**src/hdl/c5s_pkg.sv**
```systemverilog
// shared types, constants and codes of the 5x5 convolution / sigmoid stream unit
package c5s_pkg;

   // default geometry
   localparam int KERNEL_SIZE_DEF = 5;
   localparam int MAX_WIDTH_DEF   = 64;
   localparam int HEIGHT_CAP      = 64;

   // field widths
   localparam int PIX_W      = 8;
   localparam int WT_W       = 16;
   localparam int WIDX_W     = 5;
   localparam int BIAS_W     = 16;
   localparam int DIM_W      = 7;
   localparam int OUT_POS_W  = 6;
   localparam int WI_W       = 24;
   localparam int ACT_W      = 16;
   localparam int REQ_DATA_W = 32;
   localparam int RSP_DATA_W = 56;
   localparam int RSP_USED_W = 2 * OUT_POS_W + WI_W + ACT_W;

   // configuration port
   localparam int CSR_IDX_W  = 2;
   localparam int CSR_DATA_W = 16;
   localparam logic [CSR_IDX_W-1:0] CSR_BIAS   = 2'd0;
   localparam logic [CSR_IDX_W-1:0] CSR_WIDTH  = 2'd1;
   localparam logic [CSR_IDX_W-1:0] CSR_HEIGHT = 2'd2;
   localparam logic [DIM_W-1:0] RST_WIDTH  = 7'd28;
   localparam logic [DIM_W-1:0] RST_HEIGHT = 7'd28;

   // request kinds
   localparam logic OP_WEIGHT = 1'b0;
   localparam logic OP_PIXEL  = 1'b1;

   // arithmetic
   localparam int WI_MAX    = 8388607;
   localparam int WI_MIN    = -8388608;
   localparam int PIX_ONE   = 255;
   localparam int RND_HALF  = 127;
   localparam int FRAC_W    = 12;
   localparam int TERM_W    = 33;
   localparam int SACC_W    = 35;
   localparam int N_W       = 5;
   localparam int TERMS     = 16;
   localparam int POW_LIMIT = 24;
   localparam int POW_CNT_W = 5;
   localparam int DIV_NUM_W = 50;
   localparam int DIV_DEN_W = 34;

   // divider operand select
   localparam logic [1:0] DSEL_QUOT   = 2'd0;
   localparam logic [1:0] DSEL_SERIES = 2'd1;
   localparam logic [1:0] DSEL_FINAL  = 2'd2;

   // controller to datapath
   typedef struct packed {
      logic           wt_load;
      logic           pix_load;
      logic           shift;
      logic           mac_clr;
      logic           mac_en;
      logic           div_start;
      logic [1:0]     div_sel;
      logic           sat_en;
      logic           ser_init;
      logic           pass;
      logic           ser_mul;
      logic           ser_upd;
      logic [N_W-1:0] n;
      logic           base_save;
      logic           e_save;
      logic           pow_en;
      logic           act_save;
      logic           out_load;
   } cmd_type;

   // datapath to controller
   typedef struct packed {
      logic emit;
      logic mac_last;
      logic div_done;
      logic pow_done;
      logic out_free;
   } sts_type;

endpackage

```
**src/hdl/c5s_ctrl.sv**
```systemverilog
// controller: sequences window update, accumulation, division and sigmoid steps
module c5s_ctrl (
   input  logic             clock,
   input  logic             reset,
   input  logic             req_tvalid,
   input  logic             req_tuser,
   output logic             req_tready,
   output c5s_pkg::cmd_type cmd,
   input  c5s_pkg::sts_type sts
);
   import c5s_pkg::*;

   localparam logic [3:0] ST_IDLE  = 4'd0;
   localparam logic [3:0] ST_SHIFT = 4'd1;
   localparam logic [3:0] ST_MAC   = 4'd2;
   localparam logic [3:0] ST_QDIV  = 4'd3;
   localparam logic [3:0] ST_QWAIT = 4'd4;
   localparam logic [3:0] ST_SINIT = 4'd5;
   localparam logic [3:0] ST_SMUL  = 4'd6;
   localparam logic [3:0] ST_SDIV  = 4'd7;
   localparam logic [3:0] ST_SWAIT = 4'd8;
   localparam logic [3:0] ST_SEND  = 4'd9;
   localparam logic [3:0] ST_POW   = 4'd10;
   localparam logic [3:0] ST_FDIV  = 4'd11;
   localparam logic [3:0] ST_FWAIT = 4'd12;
   localparam logic [3:0] ST_OUT   = 4'd13;

   logic [3:0]     state_ff, state_in;
   logic [N_W-1:0] n_ff, n_in;
   logic           pass_ff, pass_in;

   // next state and commands
   always_comb begin
      state_in   = state_ff;
      n_in       = n_ff;
      pass_in    = pass_ff;
      cmd        = '0;
      cmd.n      = n_ff;
      cmd.pass   = pass_ff;
      req_tready = (state_ff == ST_IDLE);
      case (state_ff)
         ST_IDLE: begin
            if (req_tvalid) begin
               if (req_tuser == OP_PIXEL) begin
                  cmd.pix_load = 1'b1;
                  state_in     = ST_SHIFT;
               end else begin
                  cmd.wt_load = 1'b1;
               end
            end
         end
         ST_SHIFT: begin
            cmd.shift   = 1'b1;
            cmd.mac_clr = 1'b1;
            state_in    = sts.emit ? ST_MAC : ST_IDLE;
         end
         ST_MAC: begin
            cmd.mac_en = 1'b1;
            if (sts.mac_last) begin
               state_in = ST_QDIV;
            end
         end
         ST_QDIV: begin
            cmd.div_start = 1'b1;
            cmd.div_sel   = DSEL_QUOT;
            state_in      = ST_QWAIT;
         end
         ST_QWAIT: begin
            if (sts.div_done) begin
               cmd.sat_en = 1'b1;
               pass_in    = 1'b0;
               state_in   = ST_SINIT;
            end
         end
         ST_SINIT: begin
            cmd.ser_init = 1'b1;
            n_in         = N_W'(1);
            state_in     = ST_SMUL;
         end
         ST_SMUL: begin
            cmd.ser_mul = 1'b1;
            state_in    = ST_SDIV;
         end
         ST_SDIV: begin
            cmd.div_start = 1'b1;
            cmd.div_sel   = DSEL_SERIES;
            state_in      = ST_SWAIT;
         end
         ST_SWAIT: begin
            if (sts.div_done) begin
               cmd.ser_upd = 1'b1;
               if (n_ff == N_W'(TERMS)) begin
                  state_in = ST_SEND;
               end else begin
                  n_in     = n_ff + 1'b1;
                  state_in = ST_SMUL;
               end
            end
         end
         ST_SEND: begin
            if (!pass_ff) begin
               cmd.base_save = 1'b1;
               pass_in       = 1'b1;
               state_in      = ST_SINIT;
            end else begin
               cmd.e_save = 1'b1;
               state_in   = ST_POW;
            end
         end
         ST_POW: begin
            if (sts.pow_done) begin
               state_in = ST_FDIV;
            end else begin
               cmd.pow_en = 1'b1;
            end
         end
         ST_FDIV: begin
            cmd.div_start = 1'b1;
            cmd.div_sel   = DSEL_FINAL;
            state_in      = ST_FWAIT;
         end
         ST_FWAIT: begin
            if (sts.div_done) begin
               cmd.act_save = 1'b1;
               state_in     = ST_OUT;
            end
         end
         ST_OUT: begin
            if (sts.out_free) begin
               cmd.out_load = 1'b1;
               state_in     = ST_IDLE;
            end
         end
         default: begin
            state_in = ST_IDLE;
         end
      endcase
   end

   // state registers
   always_ff @(posedge clock) begin
      if (reset) begin
         state_ff <= ST_IDLE;
         n_ff     <= '0;
         pass_ff  <= 1'b0;
      end else begin
         state_ff <= state_in;
         n_ff     <= n_in;
         pass_ff  <= pass_in;
      end
   end

   // a pixel request always goes to the window update next
   a_pix_to_shift: assert property (@(posedge clock) disable iff (reset)
      (req_tvalid && req_tready && req_tuser == OP_PIXEL) |=> (state_ff == ST_SHIFT))
      else $error("pixel request did not start window update");

   // divider results arrive only while a wait state expects them
   a_done_in_wait: assert property (@(posedge clock) disable iff (reset)
      sts.div_done |-> (state_ff == ST_QWAIT || state_ff == ST_SWAIT || state_ff == ST_FWAIT))
      else $error("divider finished outside a wait state");

   // series ends only after the last term
   a_series_len: assert property (@(posedge clock) disable iff (reset)
      (state_ff == ST_SEND) |-> (n_ff == N_W'(TERMS)))
      else $error("series ended early");

   // datapath steps never overlap
   a_one_step: assert property (@(posedge clock) disable iff (reset)
      $onehot0({cmd.shift, cmd.mac_en, cmd.div_start, cmd.ser_mul, cmd.ser_upd,
                cmd.pow_en, cmd.out_load}))
      else $error("overlapping datapath commands");
endmodule

```
**config.mk**
```make
export PLATFORM = sky130hd
export DESIGN_NAME = c5s_ctrl
export DESIGN_NICKNAME = d
export VERILOG_FILES = /design/src/hdl/c5s_pkg.sv /design/src/hdl/c5s_ctrl.sv
export SDC_FILE = /design/constraint.sdc
export NUM_CORES = 1
export LEC_CHECK = 0
export BUFFER_PORTS_ARGS = -buffer_cell sky130_fd_sc_hd__buf_2
export CORE_UTILIZATION = 44
export CTS_CLUSTER_SIZE = 10
export DETAILED_ROUTE_END_ITERATION = 10
export PLACE_DENSITY_LB_ADDON = 0.25
export SKIP_CTS_REPAIR_TIMING = 1
export SYNTH_ARGS = -nofsm -noshare
export SYNTH_HDL_FRONTEND = slang
export SYNTH_SLANG_ARGS = --single-unit
```
**constraint.sdc**
```tcl
create_clock -name clock -period 1.8 [get_ports clock]
set_clock_uncertainty 0.2 [all_clocks]
set_input_delay 0.36 -clock clock [delete_from_list [all_inputs] [get_ports clock]]
set_output_delay 0.36 -clock clock [all_outputs]
set_load 0.05 [all_outputs]
```
==> results of run 1 <==
## per-stage QoR
| stage | total power, mW | instance area [sq um] |
|---|---|---|
| finish | 1.02 | 1700 |
| global route | 1.04 | 1700 |
| CTS | 0.866 | 1410 |
| detailed placement | 0.654 | 1370 |
| global placement | 0.644 | 1370 |
| floorplan | 0.561 | 1110 |
## sequential cells by signal (all words and copies together) (netlist names)
| register | flops |
|---|---|
| n_ff | 5 |
| state_ff | 4 |
| pass_ff | 1 |
## worst reg2reg max path, cell delays in order (launching register included)
cell and delay (ns):
dfxtp_4 0.40, clkbuf_2 0.18, nor2_1 0.10, o221ai_1 0.25, o211ai_1 0.18, o31a_1 0.13, a2111oi_0 0.51
## layer usage
layer  wire length, um  up-vias  global-route usage [%]
li1                  -      554                       -
met4               365        0                    5.14
met1              1710      626                    36.6
met5                 0        -                       0
met3               656       53                    5.77
met2              2260      152                    48.1
## cell type report
cell class,count,area (sq um)
inverters,5,18.8
flip-flops and latches,10,214
well taps,25,31.3
clock buffers,4,36.3
repair buffers,64,562
fillers,61,125
multi-input cells,97,833
## worst max-delay path by stage
stage | startpoint | endpoint | slack, ns | cells past startpoint
4_1_cts | state_ff[0] | cmd[19] | -0.40 | 4
2_1_floorplan | state_ff[1] | cmd[22] | -0.35 | 3
6_report | state_ff[0] | state_ff[0] | -0.31 | 6
3_5_place_dp | state_ff[0] | cmd[19] | -0.08 | 4
5_1_grt | state_ff[0] | cmd[22] | -0.33 | 5
3_3_place_gp | state_ff[0] | cmd[13] | -0.04 | 4
## cells in the mapped netlist (2+ instances only)
cell	count	share of area (%)
inv_1	5	2.1
nand2b_1	5	3.5
o21ai_0	4	2.2
a21oi_1	4	2.2
a211oi_1	2	1.7
nor2_1	21	8.8
a31oi_1	3	2.1
mux2i_1	3	3.3
buf_2	4	2.2
dfxtp_1	10	22
buf_4	2	1.7
nor3_1	6	3.3
nand2_1	8	3.3
nor4_2	2	2.8
nand3_1	4	2.2
ha_1	2	2.8
clkbuf_1	4	1.7
and3_1	2	1.4
nor2b_1	5	3.5
nand4_1	2	1.4
a21o_1	2	1.7
o211ai_1	2	1.7
xor2_1	3	2.9
## report_power, final
group,internal [mW],leakage [nW],switching [mW]
Sequential,0.231,0.0841,0.0191
Clock,0.123,0.0210,0.104
Combinational,0.220,0.596,0.320
Total,0.574,0.701,0.443
## logic make-up (layout without fill, tap and decap cells)
group	count (synthesis)	after routing
buffers and inverters	17	73
adder cells (fa/ha/maj)	2	2
multiplexers	4	4
flip-flops	10	10
AND/OR/NAND/NOR	61	61
AO/OA/AOI/OAI	27	27
XOR/XNOR	3	3
## placed cells by master (no fill, tap or decap), types with 2 or more instances in the layout
cell type / instances
buf_6: 23
buf_4: 21
nor2_1: 16
buf_2: 15
nor3_4: 6
inv_1: 5
nor2_4: 5
nand2_1: 5
dfxtp_1: 5
nand2b_4: 4
nand3_1: 4
nor2b_1: 4
o21ai_0: 4
nor4_4: 3
xor2_1: 3
mux2i_1: 3
a31oi_1: 3
a21oi_1: 3
clkbuf_4: 3
buf_8: 3
dfxtp_4: 3
nand2_2: 2
nand4_1: 2
a211oi_1: 2
a21o_1: 2
o211ai_1: 2
ha_1: 2
dfxtp_2: 2
==> flow_metrics.tcl, run 1 <==
set metrics [dict create \
    min_path_type "in -> reg" \
    die_w_um 47.2 \
    r2r-start "state_ff[0]" \
    start_util_pct 49.3 \
    status "finished, violations left" \
    syn-num-nets 135 \
    grt_usage_pct 28.0 \
    critPathMaxFanout 6 \
    placed_cells 192 \
    cap_violations 0 \
    diodes 0 \
    numCtsBuffers 3 \
    ys_types 42 \
    cts.clk_slew.worst_paths_ns 0.09 \
    fp.coreArea_sq_mm 0.00182 \
    tritoncts "built" \
    critPathTopFamily "compound AO/OA/AOI/OAI gates" \
    synthSimpleGateAreaFrac_pct 35.7 \
    ys_seq_area_share_pct 22.3 \
    synthXorXnorAreaFrac_pct 2.92 \
    vias 1385 \
    first_pass_iters 7 \
    drt_iter0_drc 147 \
    setup_violations 26 \
    worstPathRequired_ns 1.72 \
    final_layout_size_suffix_gt1_share_pct 57.2 \
    grt_start_max_net_pins 12 \
    max_freq_mhz 473 \
    period_share_pct 117 \
    final_cells 205 \
    grt_pass1_vias 1027 \
    htree_levels 1 \
    grt_first_pass_wirelength_mm 4.38 \
    yosys_warnings 0 \
    synth.avg_cell_area_sq_um 7.24 \
    worstHoldPathCells 2 \
    utilization_pct 93.1 \
    syn_area_sq_um 898 \
    post-place-ws_ns -0.0779 \
    worst-setup-path-type "reg -> reg" \
    wirelength_mm 4.99 \
    violations "negative setup slack" \
    ant_nets 0 \
    cp.buffers_inverters 1 \
    setup_ws_ns -0.314 \
    ys.flop_type "dfxtp_1" \
    slew_viol_final 0 \
    drc 0 \
    rr_worst_depth 6 \
    boundaryPins 33 \
    synth_fa_ha_area_share_pct 2.79 \
    final_net_count 192 \
    relSlewSlack_pct 57.0 \
    r2r_setup_slack_ns -0.31 \
    reg2reg_to "state_ff[0]" \
    cts_sinks 10 \
    hp-start "reset" \
    area_delta_synth_final_pct 88.7 \
    routabilityCongestion 0.838 \
    detailed_place_hpwl_mm 2.15 \
    synth_top_family_by_area "simple AND/OR/NAND/NOR gates" \
    core.rowCount 15 \
    finalCriticalPeriod_ns 2.11 \
    whs_ns 0.184 \
    synth_edf_count 0 \
    via_per_inst 6.76 \
    post_drt_wl_per_cell_um 24.4 \
    dieHeight_um 47.2 \
    hold_viol_final 0 \
    insertion_delay_ns 0.29 \
    setup_tns_ns -3.32 \
    endpoint_kind "flop" \
    root_buffer "clkbuf_4" \
    max_slew.worst_pin.slew_ns 0.628 \
    port_buffers 32 \
    syn_inst 124 \
    clockBufferDepth 2 \
    critical_path.startpoint_type "flop" \
    cp_data_arrival_time_ns 2.03 \
    grt_overflow 0 \
    synth-seq-cells 10 \
    die_area_sq_mm 0.00223 \
    antenna_found_initial 0 \
    total_leakage_power_nw 0.701 \
    synthMuxAreaShare_pct 5.01 \
    grt_setup_unrepaired "true" \
    peakVddDrop_v 0.000554 \
    max_stage_delay_ns 0.51 \
    hold_path_end "state_ff[3]" \
    async_flop_share_pct 0 \
    worstPathCellList "clkbuf_2 -> nor2_1 -> o221ai_1 -> o211ai_1 -> o31a_1 -> a2111oi_0" \
    cp_slowest_cell "a2111oi_0" \
    synth_compound_area_share_pct 22.0 \
    power_density_mw_per_mm2 600 \
]
Note: power is estimated with default switching activity, not from simulation.
==> run 2, diff against run 1 <==
- BUFFER_PORTS_ARGS: -buffer_cell sky130_fd_sc_hd__buf_2 -> -buffer_cell sky130_fd_sc_hd__buf_4
==> flow_metrics.tcl, run 2 <==
set metrics [dict create \
    status "did not finish" \
    stop_stage "global routing" \
    error_message "[ERROR DPL-0033] detailed placement checks failed during check placement." \
    detailed_place_hpwl_mm 2.03 \
    syn_area_sq_um 898 \
    syn_inst 124 \
    dpl_cell_area_sq_mm 0.00143 \
    async_flop_share_pct 0 \
    syn-num-nets 135 \
    dieHeight_um 47.2 \
    boundaryPins 33 \
    synth-seq-cells 10 \
    worstEndpointType "output port" \
    ys_types 42 \
    core.rowCount 15 \
    numCtsBuffers 3 \
    grt_start_max_net_pins 16 \
    ys.flop_type "dfxtp_1" \
    cts_sinks 10 \
    synthTopCellsByArea "dfxtp_1 22%, nor2_1 8.8%, nand2b_1 3.5%" \
    start_util_pct 49.3 \
    placed_cells 189 \
    clockBufferDepth 2 \
    synth_edf_count 0 \
    die_w_um 47.2 \
    ys_seq_area_share_pct 22.3 \
    synth_commonest_cells "21 x nor2_1, 10 x dfxtp_1, 8 x nand2_1" \
    root_buffer "clkbuf_4" \
    yosys_warnings 0 \
    synth_top_area_share_pct 22.3 \
    worst_endpoint "cmd[22]" \
    antenna_found_initial 0 \
    port_buffers 32 \
    synth_most_common_cell "nor2_1" \
    routabilityCongestion 0.863 \
    synth_area_leader_cell "dfxtp_1" \
    htree_levels 1 \
    synth.avg_cell_area_sq_um 7.24 \
]
==> run 2: cell counts after synthesis <==
Identical to the previous run, type by type.
==> run 2: cells by family after synthesis <==
kind of cell / count (synthesis) / synth area share, %
adder cells (fa/ha/maj): 2 / 2.79
AND/OR/NAND/NOR: 61 / 35.7
buffers and inverters: 17 / 9.33
multiplexers: 4 / 5.01
flip-flops: 10 / 22.3
AO/OA/AOI/OAI: 27 / 22.0
XOR/XNOR: 3 / 2.93
==> run 2: per-stage QoR <==
step	hold slack, ns	setup WS, ns	util, %
global placement	0.321	-0.0511	78.4
floorplan	0.351	-0.351	-
CTS	0.127	-0.294	80.3
detailed placement	0.343	-0.0671	78.4
==> run 3, diff against run 2 <==
- CORE_AREA: unset -> 2 2 63 65
- CORE_UTILIZATION: 44 -> unset
- CTS_CLUSTER_SIZE: 10 -> unset
- DIE_AREA: unset -> 0 0 65 67
- PLACE_DENSITY_LB_ADDON: 0.25 -> 0.15
- clock period: 1.8 -> 2.34 ns (I/O delays scaled with it)
==> flow_metrics.tcl, run 3 (synthesized netlist as in run 1, its figures left out) <==
set metrics [dict create \
    cts.clk_slew.worst_paths_ns 0.05 \
    max_slew.worst_pin.slew_ns 0.306 \
    fillers 397 \
    cp_data_arrival_time_ns 1.55 \
    total_leakage_power_nw 0.546 \
    tritoncts "built" \
    wl_met3_um 117 \
    worstHoldPathCells 2 \
    worst-setup-path-type "reg -> out" \
    root_buffer "clkbuf_8" \
    finalCriticalPeriod_ns 2.22 \
    regArea_sq_um 203 \
    layout_common_cells "39 x buf_4, 19 x nor2_1, 8 x nand2_1, 8 x dfxtp_1" \
    first_pass_iters 4 \
    grt_first_pass_wirelength_mm 4.30 \
    grt_usage_pct 12.6 \
    drt-met1-wl_mm 1.22 \
    switching_power_mw 0.249 \
    worstPathRequired_ns 1.67 \
    rr_worst_depth 5 \
    fp.coreArea_sq_mm 0.00361 \
    core.rowCount 22 \
    cap_violations 0 \
    vias 983 \
    diodes 0 \
    post_drt_wl_per_cell_um 12.6 \
    grt_setup_unrepaired "false" \
    min_path_type "in -> reg" \
    die_area_sq_mm 0.00436 \
    peakVddDrop_v 0.000178 \
    final_net_count 167 \
    period_share_pct 94.8 \
    critPathMaxFanout 17 \
    grt_start_max_net_pins 18 \
    detailed_place_hpwl_mm 2.02 \
    pwr-share-comb_pct 40.0 \
    endpoint_kind "output pin" \
    multi_input_area_sq_um 683 \
    seqPwrFrac_pct 28.0 \
    port_buffers 32 \
    via_per_inst 4.84 \
    cts_sinks 10 \
    slew_viol_final 0 \
    reg_top3 "n_ff: 5 flops, state_ff: 4 flops, pass_ff: 1 flops" \
    drc 0 \
    max_freq_mhz 451 \
    setup_tns_ns 0 \
    final_common_cell "buf_4" \
    clockBufferDepth 2 \
    power.clock.fraction_pct 32.0 \
    hold_viol_final 0 \
    dpl_cell_area_sq_mm 0.00125 \
    grt_pass1_vias 909 \
    status "complete, no violations" \
    final_layout_size_suffix_gt1_share_pct 39.4 \
    grt_overflow 0 \
    regMostFlops "n_ff" \
    start_util_pct 24.9 \
    final_area_sq_mm 0.00131 \
    largest_register_ff_count 5 \
    htree_levels 1 \
    ant_nets 0 \
    setup_violations 0 \
    antenna_found_initial 0 \
    boundaryPins 33 \
    drt_iter0_drc 32 \
    power_switching_share_pct 37.1 \
    routabilityCongestion 0.743 \
    power_density_mw_per_mm2 511 \
    wirelength_mm 2.56 \
    numCtsBuffers 3 \
    highest_layer "met4" \
    critical_path.startpoint_type "flop" \
    insertion_delay_ns 0.23 \
    whs_ns 0.270 \
    area_delta_synth_final_pct 46.1 \
    p_int_mw 0.422 \
    relSlewSlack_pct 79.1 \
    die_w_um 65 \
    met2_length_mm 1.21 \
    dieHeight_um 67 \
]
## run 3: routing by layer
layer | GRT usage, % | vias up
met3 | 2.36 | 2
li1 | - | 501
met4 | 3.99 | 0
met5 | 0 | -
met1 | 16.2 | 460
met2 | 21.3 | 20
## run 3: final timing paths
path,from,endpoint,slack (ns)
worst max-delay path,state_ff[1],cmd[15],0.12
worst min-delay path,reset,state_ff[3],0.27
worst max register to register,state_ff[1],state_ff[2],0.33
worst min register to register,n_ff[3],n_ff[3],0.38
## run 3: worst max-delay path: stages (launching register included)
cell	delay (ns)
dfxtp_1	0.47
buf_4	0.30
nand2_1	0.10
nor2_1	0.20
buf_4	0.24
## run 3: final cells by class
cell class                 instances  share of cell area (%)
tap                               48                    4.58
multi-input combinational         97                    52.0
sequential                        10                    15.4
clock buffer                       4                    4.19
inverter                           5                    1.43
timing repair buffer              39                    22.3
## run 3: per-stage QoR
step,std cells,worst slack [ns],util [%],total power [mW]
after floorplan,124,-0.223,-,0.392
after global placement,199,0.302,34.7,0.459
after detailed placement,199,0.317,34.7,0.461
after CTS,203,0.0615,36.3,0.680
after global routing,203,0.0613,36.4,0.712
final,203,0.123,36.4,0.671
## run 3: power by group through the flow
stage	clock [mW]	combinational [mW]	sequential, mW
4_1_cts	0.222	0.271	0.187
3_3_place_gp	0	0.269	0.190
2_1_floorplan	0	0.205	0.188
5_1_grt	0.235	0.289	0.188
3_5_place_dp	0	0.270	0.191
6_report	0.215	0.268	0.188
==> run 4, diff against run 3 <==
- clock period: 2.34 -> 2.55 ns (I/O delays scaled with it)
==> flow_metrics.tcl, run 4 (synthesized netlist as in run 1, its figures left out) <==
set metrics [dict create \
    period_share_pct 92.7 \
    die_area_sq_mm 0.00436 \
    grt_overflow 0 \
    p_total_mw 0.580 \
    worstPathRequired_ns 1.84 \
    r2r_setup_slack_ns 0.44 \
    wirelength_mm 2.54 \
    vias 1004 \
    total_leakage_power_nw 0.535 \
    clockBufferDepth 2 \
    power_density_mw_per_mm2 458 \
    final_layout_size_suffix_gt1_share_pct 36.4 \
    insertion_delay_ns 0.24 \
    whs_ns 0.318 \
    setup_tns_ns 0 \
    dpl_cell_area_sq_mm 0.00122 \
    grt_first_pass_wirelength_mm 4.24 \
    cap_violations 0 \
    drc 0 \
    fillers 404 \
    routabilityCongestion 0.781 \
    root_buffer "clkbuf_8" \
    status "complete, no violations" \
    max_slew.worst_pin.slew_ns 0.504 \
    worst-setup-path-type "reg -> out" \
    finalCriticalPeriod_ns 2.36 \
    grt_pass1_vias 954 \
    multi_input_area_sq_um 653 \
    use_met3_pct 3.89 \
    post_drt_wl_per_cell_um 12.6 \
    final_area_sq_mm 0.00127 \
    critPathMaxFanout 12 \
    fp.coreArea_sq_mm 0.00361 \
    max_freq_mhz 423 \
    boundaryPins 33 \
    hold_viol_final 0 \
    htree_levels 1 \
    diodes 0 \
    grt_setup_unrepaired "false" \
    cts_sinks 10 \
    ant_nets 0 \
    drt_iter0_drc 52 \
    busiest_layer "met2" \
    area_delta_synth_final_pct 41.1 \
    critical_path.startpoint_type "flop" \
    via_per_inst 4.97 \
    tritoncts "built" \
    min_path_type "in -> reg" \
    cts.clk_slew.worst_paths_ns 0.05 \
    peakVddDrop_v 0.000222 \
    layout_common_cells "39 x buf_4, 20 x nor2_1, 9 x dfxtp_1" \
    final_common_cell "buf_4" \
    cp_data_arrival_time_ns 1.65 \
    endpoint_kind "output pin" \
    slew_viol_final 0 \
    utilization_pct 35.1 \
    start_util_pct 24.9 \
    largest_register_ff_count 5 \
    grt_start_max_net_pins 18 \
    core.rowCount 22 \
    setup_violations 0 \
    final_net_count 167 \
    port_buffers 32 \
    detailed_place_hpwl_mm 1.97 \
    antenna_found_initial 0 \
    regMostFlops "n_ff" \
    reg_top3 "n_ff: 5 flops, state_ff: 4 flops, pass_ff: 1 flops" \
    relSlewSlack_pct 66.3 \
    regArea_sq_um 201 \
    die_w_um 65 \
    grtUsageMet2_pct 21.9 \
    grt_use_met1_pct 15.0 \
    first_pass_iters 4 \
    grt_usage_pct 12.7 \
    numCtsBuffers 3 \
    dieHeight_um 67 \
]
==> run 4: final timing paths <==
check | cells after the start | end | from
min | 2 | state_ff[3] | reset
max reg2reg | 5 | state_ff[0] | state_ff[1]
max | 4 | cmd[15] | state_ff[1]
min reg2reg | 2 | n_ff[0] | n_ff[0]
==> run 4: metrics by stage <==
stage          std cells  setup slack, ns
3_3_place_gp         199            0.405
2_1_floorplan        124          -0.0551
3_5_place_dp         199            0.357
4_1_cts              202           0.0961
5_1_grt              202           0.0805
6_report             202            0.186
==> run 4: layout make-up <==
class / instances / share of cell area, %
multi-input cells: 97 / 51.5
clock buffers: 3 / 3.26
inverters: 5 / 1.48
flip-flops and latches: 10 / 15.9
repair buffers: 39 / 23.1
well taps: 48 / 4.74
==> run 4: where the power goes <==
part / switching (mW) / internal (mW)
sequential: 0.0248 / 0.163
combinational: 0.138 / 0.0862
clock: 0.0646 / 0.104
total: 0.228 / 0.353
==> run 4: worst max-delay path, cell delays in order, from the launching register on <==
cell and delay [ns]:
dfxtp_1 0.63, buf_4 0.25, nand2_1 0.07, nor2_1 0.21
buf_4 0.24
==> run 4: per-layer routing <==
metal	vias up	part of all wire, %
li1	504	-
met3	4	6.5
met2	33	47
met1	463	45
met5	-	0
met4	0	1.1
